===== config.mk =====
export PLATFORM = sky130hd
export DESIGN_NAME = quadrature_decoder_velocity
export DESIGN_NICKNAME = d
export VERILOG_FILES = /design/src/rtl/qdv_pkg.sv /design/src/rtl/qdv_track.sv /design/src/rtl/qdv_smul.sv /design/src/rtl/qdv_sdiv.sv /design/src/rtl/quadrature_decoder_velocity.sv
export SDC_FILE = /design/constraint.sdc
export NUM_CORES = 2
export LEC_CHECK = 0
export BUFFER_PORTS_ARGS = -buffer_cell sky130_fd_sc_hd__buf_2
export CORE_ASPECT_RATIO = 1.75
export CORE_UTILIZATION = 30
export CTS_BUF_LIST = sky130_fd_sc_hd__clkbuf_8
export CTS_CLUSTER_SIZE = 25
export DETAILED_ROUTE_END_ITERATION = 8
export MAX_ROUTING_LAYER = met4
export PLACE_DENSITY = 0.54
export SYNTH_ARGS = -nofsm -noshare
export SYNTH_HDL_FRONTEND = slang
export SYNTH_SLANG_ARGS = --single-unit

===== constraint.sdc =====
create_clock -name i_clk -period 15.4 [get_ports i_clk]
set_input_delay 1.54 -clock i_clk [delete_from_list [all_inputs] [get_ports i_clk]]
set_output_delay 1.54 -clock i_clk [all_outputs]
set_load 0.005 [all_outputs]

===== src/rtl/qdv_pkg.sv =====
// Shared types and constants of the quadrature decoder with velocity.
package qdv_pkg;

    typedef logic [1:0] t_step;    // 2'b00 no move, 2'b01 +1, 2'b11 -1

    localparam t_step STEP_NONE = 2'b00;
    localparam t_step STEP_FWD  = 2'b01;
    localparam t_step STEP_REV  = 2'b11;

    // x4 decode, indexed by {previous phase, current phase}, phase = {B, A}
    localparam t_step STEP_TBL [0:15] = '{
        STEP_NONE, STEP_REV,  STEP_FWD,  STEP_NONE,
        STEP_FWD,  STEP_NONE, STEP_NONE, STEP_REV,
        STEP_REV,  STEP_NONE, STEP_NONE, STEP_FWD,
        STEP_NONE, STEP_FWD,  STEP_REV,  STEP_NONE
    };

    localparam int          CFG_IDX_W   = 8;
    localparam logic [7:0]  CFG_PITCH   = 8'd0;
    localparam logic [7:0]  CFG_CPU     = 8'd1;

    localparam logic [31:0] PITCH_RST   = 32'd65536;
    localparam logic [15:0] CPU_RST     = 16'd1024;
    localparam logic [31:0] WINDOW_MS   = 32'd1000;

    // quotient bits kept by the divider; anything above folds into overflow
    localparam int          QW          = 33;

endpackage


===== src/rtl/qdv_track.sv =====
// Phase decoder, position counter, sample ring with running sums, frequency window.
module qdv_track #(
    parameter int RING_DEPTH = 8,
    parameter int SSW        = 6,
    parameter int ISW        = 36
) (
    input  logic                  i_clk,
    input  logic                  i_rst_n,
    input  logic                  i_start,
    input  logic                  i_phase_a,
    input  logic                  i_phase_b,
    input  logic [31:0]           i_now,
    output logic                  o_done,
    output logic [31:0]           o_position,
    output logic signed [SSW-1:0] o_step_sum,
    output logic [ISW-1:0]        o_interval_sum,
    output logic [31:0]           o_frequency
);

    localparam int SW = (RING_DEPTH > 1) ? $clog2(RING_DEPTH) : 1;
    localparam logic [SW-1:0] LAST_SLOT = SW'(RING_DEPTH - 1);

    logic [1:0]            r_prev;
    logic [31:0]           r_pos;
    logic [31:0]           r_last;
    logic [SW-1:0]         r_slot;
    logic [31:0]           r_wstart;
    logic [31:0]           r_wcnt;
    logic [31:0]           r_held;
    logic signed [SSW-1:0] r_ssum;
    logic [ISW-1:0]        r_isum;
    logic                  r_upd;
    logic                  r_done;
    qdv_pkg::t_step        r_step;
    logic [31:0]           r_ivl;
    logic [31:0]           r_now;
    logic [33:0]           r_rd_data;
    logic                  r_rd_vld;
    logic [RING_DEPTH-1:0] r_vld;
    logic [33:0]           r_mem [RING_DEPTH];

    logic [1:0]            cur;
    qdv_pkg::t_step        step;
    logic signed [SSW-1:0] old_step;
    logic signed [SSW-1:0] new_step;
    logic [31:0]           old_ivl;
    logic [31:0]           elapsed;
    logic signed [SSW-1:0] n_ssum;
    logic [ISW-1:0]        n_isum;

    always_comb begin
        cur      = {i_phase_b, i_phase_a};
        step     = qdv_pkg::STEP_TBL[{r_prev, cur}];
        old_step = r_rd_vld ? {{(SSW-2){r_rd_data[33]}}, r_rd_data[33:32]} : '0;
        old_ivl  = r_rd_vld ? r_rd_data[31:0] : 32'd0;
        new_step = {{(SSW-2){r_step[1]}}, r_step};
        n_ssum   = r_ssum - old_step + new_step;
        n_isum   = r_isum - ISW'(old_ivl) + ISW'(r_ivl);
        elapsed  = r_now - r_wstart;
    end

    always_ff @(posedge i_clk) begin
        if (i_start && step != qdv_pkg::STEP_NONE) begin
            r_rd_data <= r_mem[r_slot];
            r_rd_vld  <= r_vld[r_slot];
            r_step    <= step;
            r_ivl     <= i_now - r_last;
            r_now     <= i_now;
        end
        if (r_upd) begin
            r_mem[r_slot] <= {r_step, r_ivl};
        end
    end

    always_ff @(posedge i_clk) begin
        if (!i_rst_n) begin
            r_prev   <= 2'b00;
            r_pos    <= '0;
            r_last   <= '0;
            r_slot   <= '0;
            r_wstart <= '0;
            r_wcnt   <= '0;
            r_held   <= '0;
            r_ssum   <= '0;
            r_isum   <= '0;
            r_upd    <= 1'b0;
            r_done   <= 1'b0;
            r_vld    <= '0;
        end else begin
            r_done <= 1'b0;
            r_upd  <= 1'b0;
            if (i_start) begin
                r_prev <= cur;
                r_last <= i_now;
                if (step != qdv_pkg::STEP_NONE) begin
                    r_upd <= 1'b1;
                end else begin
                    r_done <= 1'b1;
                end
            end
            if (r_upd) begin
                r_pos         <= r_pos + {{30{r_step[1]}}, r_step};
                r_ssum        <= n_ssum;
                r_isum        <= n_isum;
                r_vld[r_slot] <= 1'b1;
                r_slot        <= (r_slot == LAST_SLOT) ? '0 : r_slot + 1'b1;
                if (elapsed >= qdv_pkg::WINDOW_MS) begin
                    r_held   <= r_wcnt;
                    r_wcnt   <= 32'd1;
                    r_wstart <= r_now;
                end else if (r_wcnt != '1) begin
                    r_wcnt <= r_wcnt + 32'd1;
                end
                r_done <= 1'b1;
            end
        end
    end

    assign o_done         = r_done;
    assign o_position     = r_pos;
    assign o_step_sum     = r_ssum;
    assign o_interval_sum = r_isum;
    assign o_frequency    = r_held;

endmodule


===== src/rtl/qdv_smul.sv =====
// Bit-serial shift-add multiplier, one multiplier bit per cycle.
module qdv_smul #(
    parameter int AW = 36,
    parameter int BW = 32
) (
    input  logic             i_clk,
    input  logic             i_rst_n,
    input  logic             i_go,
    input  logic [AW-1:0]    i_a,
    input  logic [BW-1:0]    i_b,
    output logic             o_done,
    output logic [AW+BW-1:0] o_prod
);

    localparam int CW = $clog2(BW + 1);

    logic             r_busy;
    logic             r_done;
    logic [CW-1:0]    r_cnt;
    logic [AW-1:0]    r_a;
    logic [AW+BW-1:0] r_p;
    logic [AW:0]      n_hi;

    assign n_hi = {1'b0, r_p[AW+BW-1:BW]} + (r_p[0] ? {1'b0, r_a} : '0);

    always_ff @(posedge i_clk) begin
        if (i_go) begin
            r_a <= i_a;
            r_p <= {{AW{1'b0}}, i_b};
        end else if (r_busy) begin
            r_p <= {n_hi, r_p[BW-1:1]};
        end
    end

    always_ff @(posedge i_clk) begin
        if (!i_rst_n) begin
            r_busy <= 1'b0;
            r_done <= 1'b0;
            r_cnt  <= '0;
        end else begin
            r_done <= 1'b0;
            if (i_go) begin
                r_busy <= 1'b1;
                r_cnt  <= CW'(BW);
            end else if (r_busy) begin
                r_cnt <= r_cnt - 1'b1;
                if (r_cnt == CW'(1)) begin
                    r_busy <= 1'b0;
                    r_done <= 1'b1;
                end
            end
        end
    end

    assign o_done = r_done;
    assign o_prod = r_p;

endmodule


===== src/rtl/qdv_sdiv.sv =====
// Restoring divider, one quotient bit per cycle, low quotient bits plus overflow flag.
module qdv_sdiv #(
    parameter int W = 68
) (
    input  logic                   i_clk,
    input  logic                   i_rst_n,
    input  logic                   i_go,
    input  logic [W-1:0]           i_num,
    input  logic [W-1:0]           i_den,
    output logic                   o_done,
    output logic [qdv_pkg::QW-1:0] o_quo,
    output logic                   o_ovf
);

    localparam int CW = $clog2(W + 1);

    logic                   r_busy;
    logic                   r_done;
    logic [CW-1:0]          r_cnt;
    logic [W-1:0]           r_n;
    logic [W-1:0]           r_d;
    logic [W-1:0]           r_r;
    logic [qdv_pkg::QW-1:0] r_q;
    logic                   r_ovf;
    logic [W:0]             trial;
    logic [W:0]             diff;
    logic                   ge;

    always_comb begin
        trial = {r_r, r_n[W-1]};
        diff  = trial - {1'b0, r_d};
        ge    = trial >= {1'b0, r_d};
    end

    always_ff @(posedge i_clk) begin
        if (i_go) begin
            r_n   <= i_num;
            r_d   <= i_den;
            r_r   <= '0;
            r_q   <= '0;
            r_ovf <= 1'b0;
        end else if (r_busy) begin
            r_n   <= {r_n[W-2:0], 1'b0};
            r_r   <= ge ? diff[W-1:0] : trial[W-1:0];
            r_q   <= {r_q[qdv_pkg::QW-2:0], ge};
            r_ovf <= r_ovf | r_q[qdv_pkg::QW-1];
        end
    end

    always_ff @(posedge i_clk) begin
        if (!i_rst_n) begin
            r_busy <= 1'b0;
            r_done <= 1'b0;
            r_cnt  <= '0;
        end else begin
            r_done <= 1'b0;
            if (i_go) begin
                r_busy <= 1'b1;
                r_cnt  <= CW'(W);
            end else if (r_busy) begin
                r_cnt <= r_cnt - 1'b1;
                if (r_cnt == CW'(1)) begin
                    r_busy <= 1'b0;
                    r_done <= 1'b1;
                end
            end
        end
    end

    assign o_done = r_done;
    assign o_quo  = r_q;
    assign o_ovf  = r_ovf;

endmodule


===== src/rtl/quadrature_decoder_velocity.sv =====
// Top level: x4 quadrature decoder with averaged velocity, distance and frequency.
//
//  channel  direction  payload (lowest bit first)
//  s_axis   in         phase_a_level, phase_b_level, now_ms
//  m_axis   out        count_position, velocity_q16, distance_q16, frequency_q2
//  cfg      in         i_cfg_index (0 pitch_q16, 1 counts_per_unit), i_cfg_data
//
//  One word at a time: a new word is taken only in idle, after the previous one has
//  passed track, three bit-serial products, two restoring quotients over the 68-bit
//  product at RING_DEPTH 8, and output.
//  A zero interval sum skips the velocity path.
//  Reset is synchronous, active low; ring entries read as zero until written.
//  A finished word waits in the output register while the next word is taken.
module quadrature_decoder_velocity #(
    parameter int RING_DEPTH = 8
) (
    input  logic         i_clk,
    input  logic         i_rst_n,
    input  logic         s_axis_tvalid,
    output logic         s_axis_tready,
    input  logic [39:0]  s_axis_tdata,   // phase_a_level, phase_b_level, now_ms[33:2], zero pad
    output logic         m_axis_tvalid,
    input  logic         m_axis_tready,
    output logic [127:0] m_axis_tdata,   // count_position, velocity_q16, distance_q16,
                                         // frequency_q2
    input  logic         i_cfg_valid,
    output logic         o_cfg_ready,
    input  logic [qdv_pkg::CFG_IDX_W-1:0] i_cfg_index,
    input  logic [31:0]  i_cfg_data
);

    localparam int SSW = $clog2(RING_DEPTH + 1) + 2;
    localparam int ISW = 32 + $clog2(RING_DEPTH + 1);
    localparam int PW  = ISW + 32;

    localparam logic [2:0] S_IDLE   = 3'd0;
    localparam logic [2:0] S_TRACK  = 3'd1;
    localparam logic [2:0] S_MUL_DV = 3'd2;
    localparam logic [2:0] S_MUL_NV = 3'd3;
    localparam logic [2:0] S_DIV_V  = 3'd4;
    localparam logic [2:0] S_MUL_D  = 3'd5;
    localparam logic [2:0] S_DIV_D  = 3'd6;
    localparam logic [2:0] S_OUT    = 3'd7;

    logic [2:0]     r_state;
    logic [31:0]    r_pitch;
    logic [15:0]    r_cpu;
    logic           r_mul_go;
    logic           r_div_go;
    logic [PW-1:0]  r_den;
    logic [31:0]    r_vel;
    logic [31:0]    r_dist;
    logic           r_out_valid;
    logic [127:0]   r_out_data;

    logic                  in_acc;
    logic                  trk_done;
    logic [31:0]           trk_pos;
    logic signed [SSW-1:0] trk_ssum;
    logic [ISW-1:0]        trk_isum;
    logic [31:0]           trk_freq;

    logic                  mul_done;
    logic [PW-1:0]         mul_prod;
    logic [ISW-1:0]        mul_a;
    logic [31:0]           mul_b;
    logic                  div_done;
    logic [qdv_pkg::QW-1:0] div_quo;
    logic                  div_ovf;
    logic [PW-1:0]         div_den;

    logic [15:0]           cpu_eff;
    logic                  vneg;
    logic [SSW-1:0]        smag;
    logic [ISW-1:0]        vmul;
    logic                  dneg;
    logic [31:0]           dmag;
    logic [31:0]           sat_res;
    logic                  sat_neg;

    assign in_acc        = s_axis_tvalid && s_axis_tready;
    assign s_axis_tready = (r_state == S_IDLE);
    assign o_cfg_ready   = 1'b1;
    assign m_axis_tvalid = r_out_valid;
    assign m_axis_tdata  = r_out_data;

    always_comb begin
        cpu_eff = (r_cpu == 16'd0) ? 16'd1 : r_cpu;
        vneg    = trk_ssum < 0;
        smag    = vneg ? SSW'(-trk_ssum) : SSW'(trk_ssum);
        // times 1000 = 1024 - 16 - 8
        vmul    = (ISW'(smag) << 10) - (ISW'(smag) << 4) - (ISW'(smag) << 3);
        dneg    = trk_pos[31];
        dmag    = dneg ? (32'd0 - trk_pos) : trk_pos;

        case (r_state)
            S_MUL_DV: begin
                mul_a = trk_isum;
                mul_b = {16'd0, cpu_eff};
            end
            S_MUL_NV: begin
                mul_a = vmul;
                mul_b = r_pitch;
            end
            default: begin
                mul_a = ISW'(dmag);
                mul_b = r_pitch;
            end
        endcase
        div_den = (r_state == S_DIV_V) ? r_den : PW'(cpu_eff);

        // saturate sign and magnitude into 32-bit two's complement
        sat_neg = (r_state == S_DIV_V) ? vneg : dneg;
        if (!sat_neg) begin
            sat_res = (div_ovf || div_quo[32] || div_quo[31]) ? 32'h7FFF_FFFF
                                                              : div_quo[31:0];
        end else begin
            sat_res = (div_ovf || div_quo[32] || (div_quo[31] && div_quo[30:0] != '0))
                      ? 32'h8000_0000 : (32'd0 - div_quo[31:0]);
        end
    end

    qdv_track #(
        .RING_DEPTH(RING_DEPTH),
        .SSW(SSW),
        .ISW(ISW)
    ) u_track (
        .i_clk(i_clk),
        .i_rst_n(i_rst_n),
        .i_start(in_acc),
        .i_phase_a(s_axis_tdata[0]),
        .i_phase_b(s_axis_tdata[1]),
        .i_now(s_axis_tdata[33:2]),
        .o_done(trk_done),
        .o_position(trk_pos),
        .o_step_sum(trk_ssum),
        .o_interval_sum(trk_isum),
        .o_frequency(trk_freq)
    );

    qdv_smul #(
        .AW(ISW),
        .BW(32)
    ) u_smul (
        .i_clk(i_clk),
        .i_rst_n(i_rst_n),
        .i_go(r_mul_go),
        .i_a(mul_a),
        .i_b(mul_b),
        .o_done(mul_done),
        .o_prod(mul_prod)
    );

    qdv_sdiv #(
        .W(PW)
    ) u_sdiv (
        .i_clk(i_clk),
        .i_rst_n(i_rst_n),
        .i_go(r_div_go),
        .i_num(mul_prod),
        .i_den(div_den),
        .o_done(div_done),
        .o_quo(div_quo),
        .o_ovf(div_ovf)
    );

    always_ff @(posedge i_clk) begin
        if (r_state == S_MUL_DV && mul_done) begin
            r_den <= mul_prod;
        end
        if (r_state == S_TRACK && trk_done && trk_isum == '0) begin
            r_vel <= 32'd0;
        end else if (r_state == S_DIV_V && div_done) begin
            r_vel <= sat_res;
        end
        if (r_state == S_DIV_D && div_done) begin
            r_dist <= sat_res;
        end
        if (r_state == S_OUT && (!r_out_valid || m_axis_tready)) begin
            r_out_data <= {trk_freq, r_dist, r_vel, trk_pos};
        end
    end

    always_ff @(posedge i_clk) begin
        if (!i_rst_n) begin
            r_state     <= S_IDLE;
            r_pitch     <= qdv_pkg::PITCH_RST;
            r_cpu       <= qdv_pkg::CPU_RST;
            r_mul_go    <= 1'b0;
            r_div_go    <= 1'b0;
            r_out_valid <= 1'b0;
        end else begin
            r_mul_go <= 1'b0;
            r_div_go <= 1'b0;
            if (i_cfg_valid) begin
                case (i_cfg_index)
                    qdv_pkg::CFG_PITCH: r_pitch <= i_cfg_data;
                    qdv_pkg::CFG_CPU:   r_cpu   <= i_cfg_data[15:0];
                    default: ;
                endcase
            end
            if (r_out_valid && m_axis_tready) begin
                r_out_valid <= 1'b0;
            end
            case (r_state)
                S_IDLE: begin
                    if (in_acc) begin
                        r_state <= S_TRACK;
                    end
                end
                S_TRACK: begin
                    if (trk_done) begin
                        r_mul_go <= 1'b1;
                        r_state  <= (trk_isum == '0) ? S_MUL_D : S_MUL_DV;
                    end
                end
                S_MUL_DV: begin
                    if (mul_done) begin
                        r_mul_go <= 1'b1;
                        r_state  <= S_MUL_NV;
                    end
                end
                S_MUL_NV: begin
                    if (mul_done) begin
                        r_div_go <= 1'b1;
                        r_state  <= S_DIV_V;
                    end
                end
                S_DIV_V: begin
                    if (div_done) begin
                        r_mul_go <= 1'b1;
                        r_state  <= S_MUL_D;
                    end
                end
                S_MUL_D: begin
                    if (mul_done) begin
                        r_div_go <= 1'b1;
                        r_state  <= S_DIV_D;
                    end
                end
                S_DIV_D: begin
                    if (div_done) begin
                        r_state <= S_OUT;
                    end
                end
                S_OUT: begin
                    if (!r_out_valid || m_axis_tready) begin
                        r_out_valid <= 1'b1;
                        r_state     <= S_IDLE;
                    end
                end
                default: r_state <= S_IDLE;
            endcase
        end
    end

endmodule


==> summary.txt <==
Setup TNS = 0 ns
RSZ-0062 raised after global routing = no
Row cnt = 221
Max Clock Skew = 0.154 ns
Initial Util = 0.302
Achievable Freq = 173 MHz
Clock Sinks = 1263
Max Cap Violations = 0
Clock root cell = clkbuf_8
Synth area leaders = edfxtp_1 (39%), dfxtp_1 (15%), ha_1 (5.2%), nor2_1 (3.7%), mux2i_1 (3.5%)
Synth cell count leaders = edfxtp_1 (805), nor2_1 (625), dfxtp_1 (458)
Most common cell in the netlist = edfxtp_1
Pins Over Slew Limit = 0
Post-DR vias/cell = 4.88
Drc violations = 0
Initial antenna violation count = 13
Final nets = 6316
Crit-path slowest cell = o21ai_0
Worst VDD drop = 0.0000900 V
Total Wirelength = 163 mm
Boundary Pins = 216
Crit-path max FO = 71
Worst Tran Pin Value = 1.29 ns
Share of post-route cells with drive strength above 1 = 0.132
Status = complete, no violations
Syn Inst Count = 5719
Largest net degree at the start of global routing = 106
Post-route ant nets = 0
H-tree depth = 4
Tcrit/Tclk final = 0.375
Number of global-route vias before repair = 43200
CP arrival = 6.59 ns
Main synth FF type = edfxtp_1
P per Cell Area = 161 nW/um^2
CP Buf/Inv Count = 2
Post-synth net total = 6107
Syn Area/Cell = 10.9 sq um
Final worst path period need = 5.78 ns
GRT overflow = 0
GP Congestion = 0.933
DR WL/cell = 18.6 um
Synth Register Bits = 1263
Crit Path Class = reg2reg
Hold Path Class = reg2reg
Layout area overhead = 13.0%
Pre-CTS WS = 9.23 ns
Crit path cell chain = inv_1, ha_1, nor2b_1, o31a_1, o41ai_1, a21o_1, a2111oi_0, o21ai_0, a21oi_1, o21bai_1, a32o_4, buf_4, mux2_2, mux2i_1, nor2_1
Setup crit end kind = flip-flop
First-pass GRT wire length = 251 mm
Pre-antenna DRT Iters = 6
Die width = 347 um
EDFF count, synth = 805
Worst-Skew Late Latency = 0.99 ns
Final setup margin = 9.62 ns
Post-Syn Area = 62600 sq um
Via count = 42800
Port bufs = 208
Seq/Total Area, Yosys = 0.533
GR Util All Layers = 0.157
# hold bufs at CTS = 0
Critical Path RT = 16.21 ns
Max Buffers Root-to-Sink = 4
Ys async rst share = 0
Post-synth top area cell = edfxtp_1
Post-DP HPWL = 116 mm
Core area = 207000 sq um
Rel. slew slack = 0.126
CP max stage delay = 0.83 ns
Hold Vio Cnt, Final = 0
CP delay by family, top = compound AO/OA/AOI/OAI gates
Post-CTS Setup Inserts = 0
Warnings from Yosys = 0
Leak pwr = 0.0267 uW
Die Y-Extent = 606 um
Synth unique cells = 92
Post-cts resize count = 0
Yosys top cell area share = 0.386
Die area = 211000 sq um
CTS tree = yes
Final setup vio count = 0
TritonCTS Buffers = 201
Clk pin slew, worst setup/hold paths = 0.07 ns
1st-iter DRT viols = 2126
Crit start category = flip-flop
-- worst reg2reg max path: stages (launching register included) --
cell and delay [ns]:
edfxtp_1 0.42, inv_1 0.08, ha_1 0.23, nor2b_1 0.15, o31a_1 0.28, o41ai_1 0.60, a21o_1 0.29, a2111oi_0 0.16
o21ai_0 0.83, a21oi_1 0.35, o21bai_1 0.28, a32o_4 0.61, buf_4 0.72, mux2_2 0.46, mux2i_1 0.13, nor2_1 0.05
-- cells by family (layout without fill, tap and decap cells) --
kind of cell / Yosys count / after routing / share of synthesized area
AO/OA/AOI/OAI: 1201 / 1201 / 0.123
AND/OR/NAND/NOR: 1628 / 1628 / 0.122
XOR/XNOR: 242 / 242 / 0.0339
adder cells (fa/ha/maj): 303 / 303 / 0.0656
flip-flops: 1263 / 1263 / 0.533
other: 1 / 14 / 0.0000599
multiplexers: 415 / 415 / 0.0831
buffers and inverters: 666 / 1038 / 0.0405
-- per-layer routing --
layer  wire length (um)  track usage
met2              85400        0.286
met4               7230       0.0690
met3               7800       0.0266
met1              62500        0.165
met5                  0            -
-- worst paths after layout --
kind	from	endpoint	slack [ns]	cells past startpoint
setup / recovery	u_sdiv.r_d[1]$_DFFE_PP_	u_sdiv.r_r[32]$_SDFFE_PP0P_	9.62	15
hold / removal	r_den[51]$_DFFE_PP_	u_sdiv.r_d[51]$_SDFFCE_PN0P_	0.40	1
setup reg to reg	u_sdiv.r_d[1]$_DFFE_PP_	u_sdiv.r_r[32]$_SDFFE_PP0P_	9.62	15
hold reg to reg	r_den[51]$_DFFE_PP_	u_sdiv.r_d[51]$_SDFFCE_PN0P_	0.40	1
-- metrics by stage --
| step | instances | power [uW] | cell area [sq um] | hold WS, ns | util |
|---|---|---|---|---|---|
| after floorplan | 5719 | 7360 | 62600 | 0.400 | - |
| after global placement | 8401 | 8390 | 66600 | 0.405 | 0.321 |
| after detailed placement | 8401 | 8440 | 66600 | 0.405 | 0.321 |
| after CTS | 8767 | 11500 | 70700 | 0.399 | 0.341 |
| after global routing | 8774 | 12100 | 70700 | 0.422 | 0.342 |
| final | 8780 | 11400 | 70800 | 0.400 | 0.342 |
-- power breakdown --
part	switching (uW)	leakage (uW)	internal [uW]
sequential	365	0.0109	4040
clock	1400	0.00235	1630
combinational	2330	0.0134	1620
total	4090	0.0267	7280
-- cells in the final DEF (no fill, tap or decap), types with 208 or more instances in the layout --
| cell type | count |
|---|---|
| a21oi_1 | 404 |
| mux2i_1 | 218 |
| ha_1 | 261 |
| buf_2 | 208 |
| nand2_1 | 380 |
| dfxtp_1 | 449 |
| edfxtp_1 | 805 |
| nor2_1 | 615 |
| inv_1 | 471 |
| clkbuf_8 | 221 |
-- cell type report --
cell class	instances	area (sq um)
sequential	1263	33400
antenna	13	32.5
clock inverter	145	1120
timing repair buffer	260	1430
clock buffer	221	3040
multi-input combinational	3790	26900
inverter	412	1550
tap	2676	3350
fill	20600	136000
-- sequential cells by signal, indices dropped and copies added (netlist names), 33 cells and up --
name                    count
u_track.r_mem             272
m_axis_tdata              128
r_den                      68
u_sdiv.r_d                 68
u_sdiv.r_n                 68
u_sdiv.r_r                 68
u_smul.o_prod              68
u_smul.r_a                 36
u_track.o_interval_sum     36
u_track.r_rd_data          34
u_sdiv.o_quo               33
No activity file was read; power rests on OpenSTA's default activity.
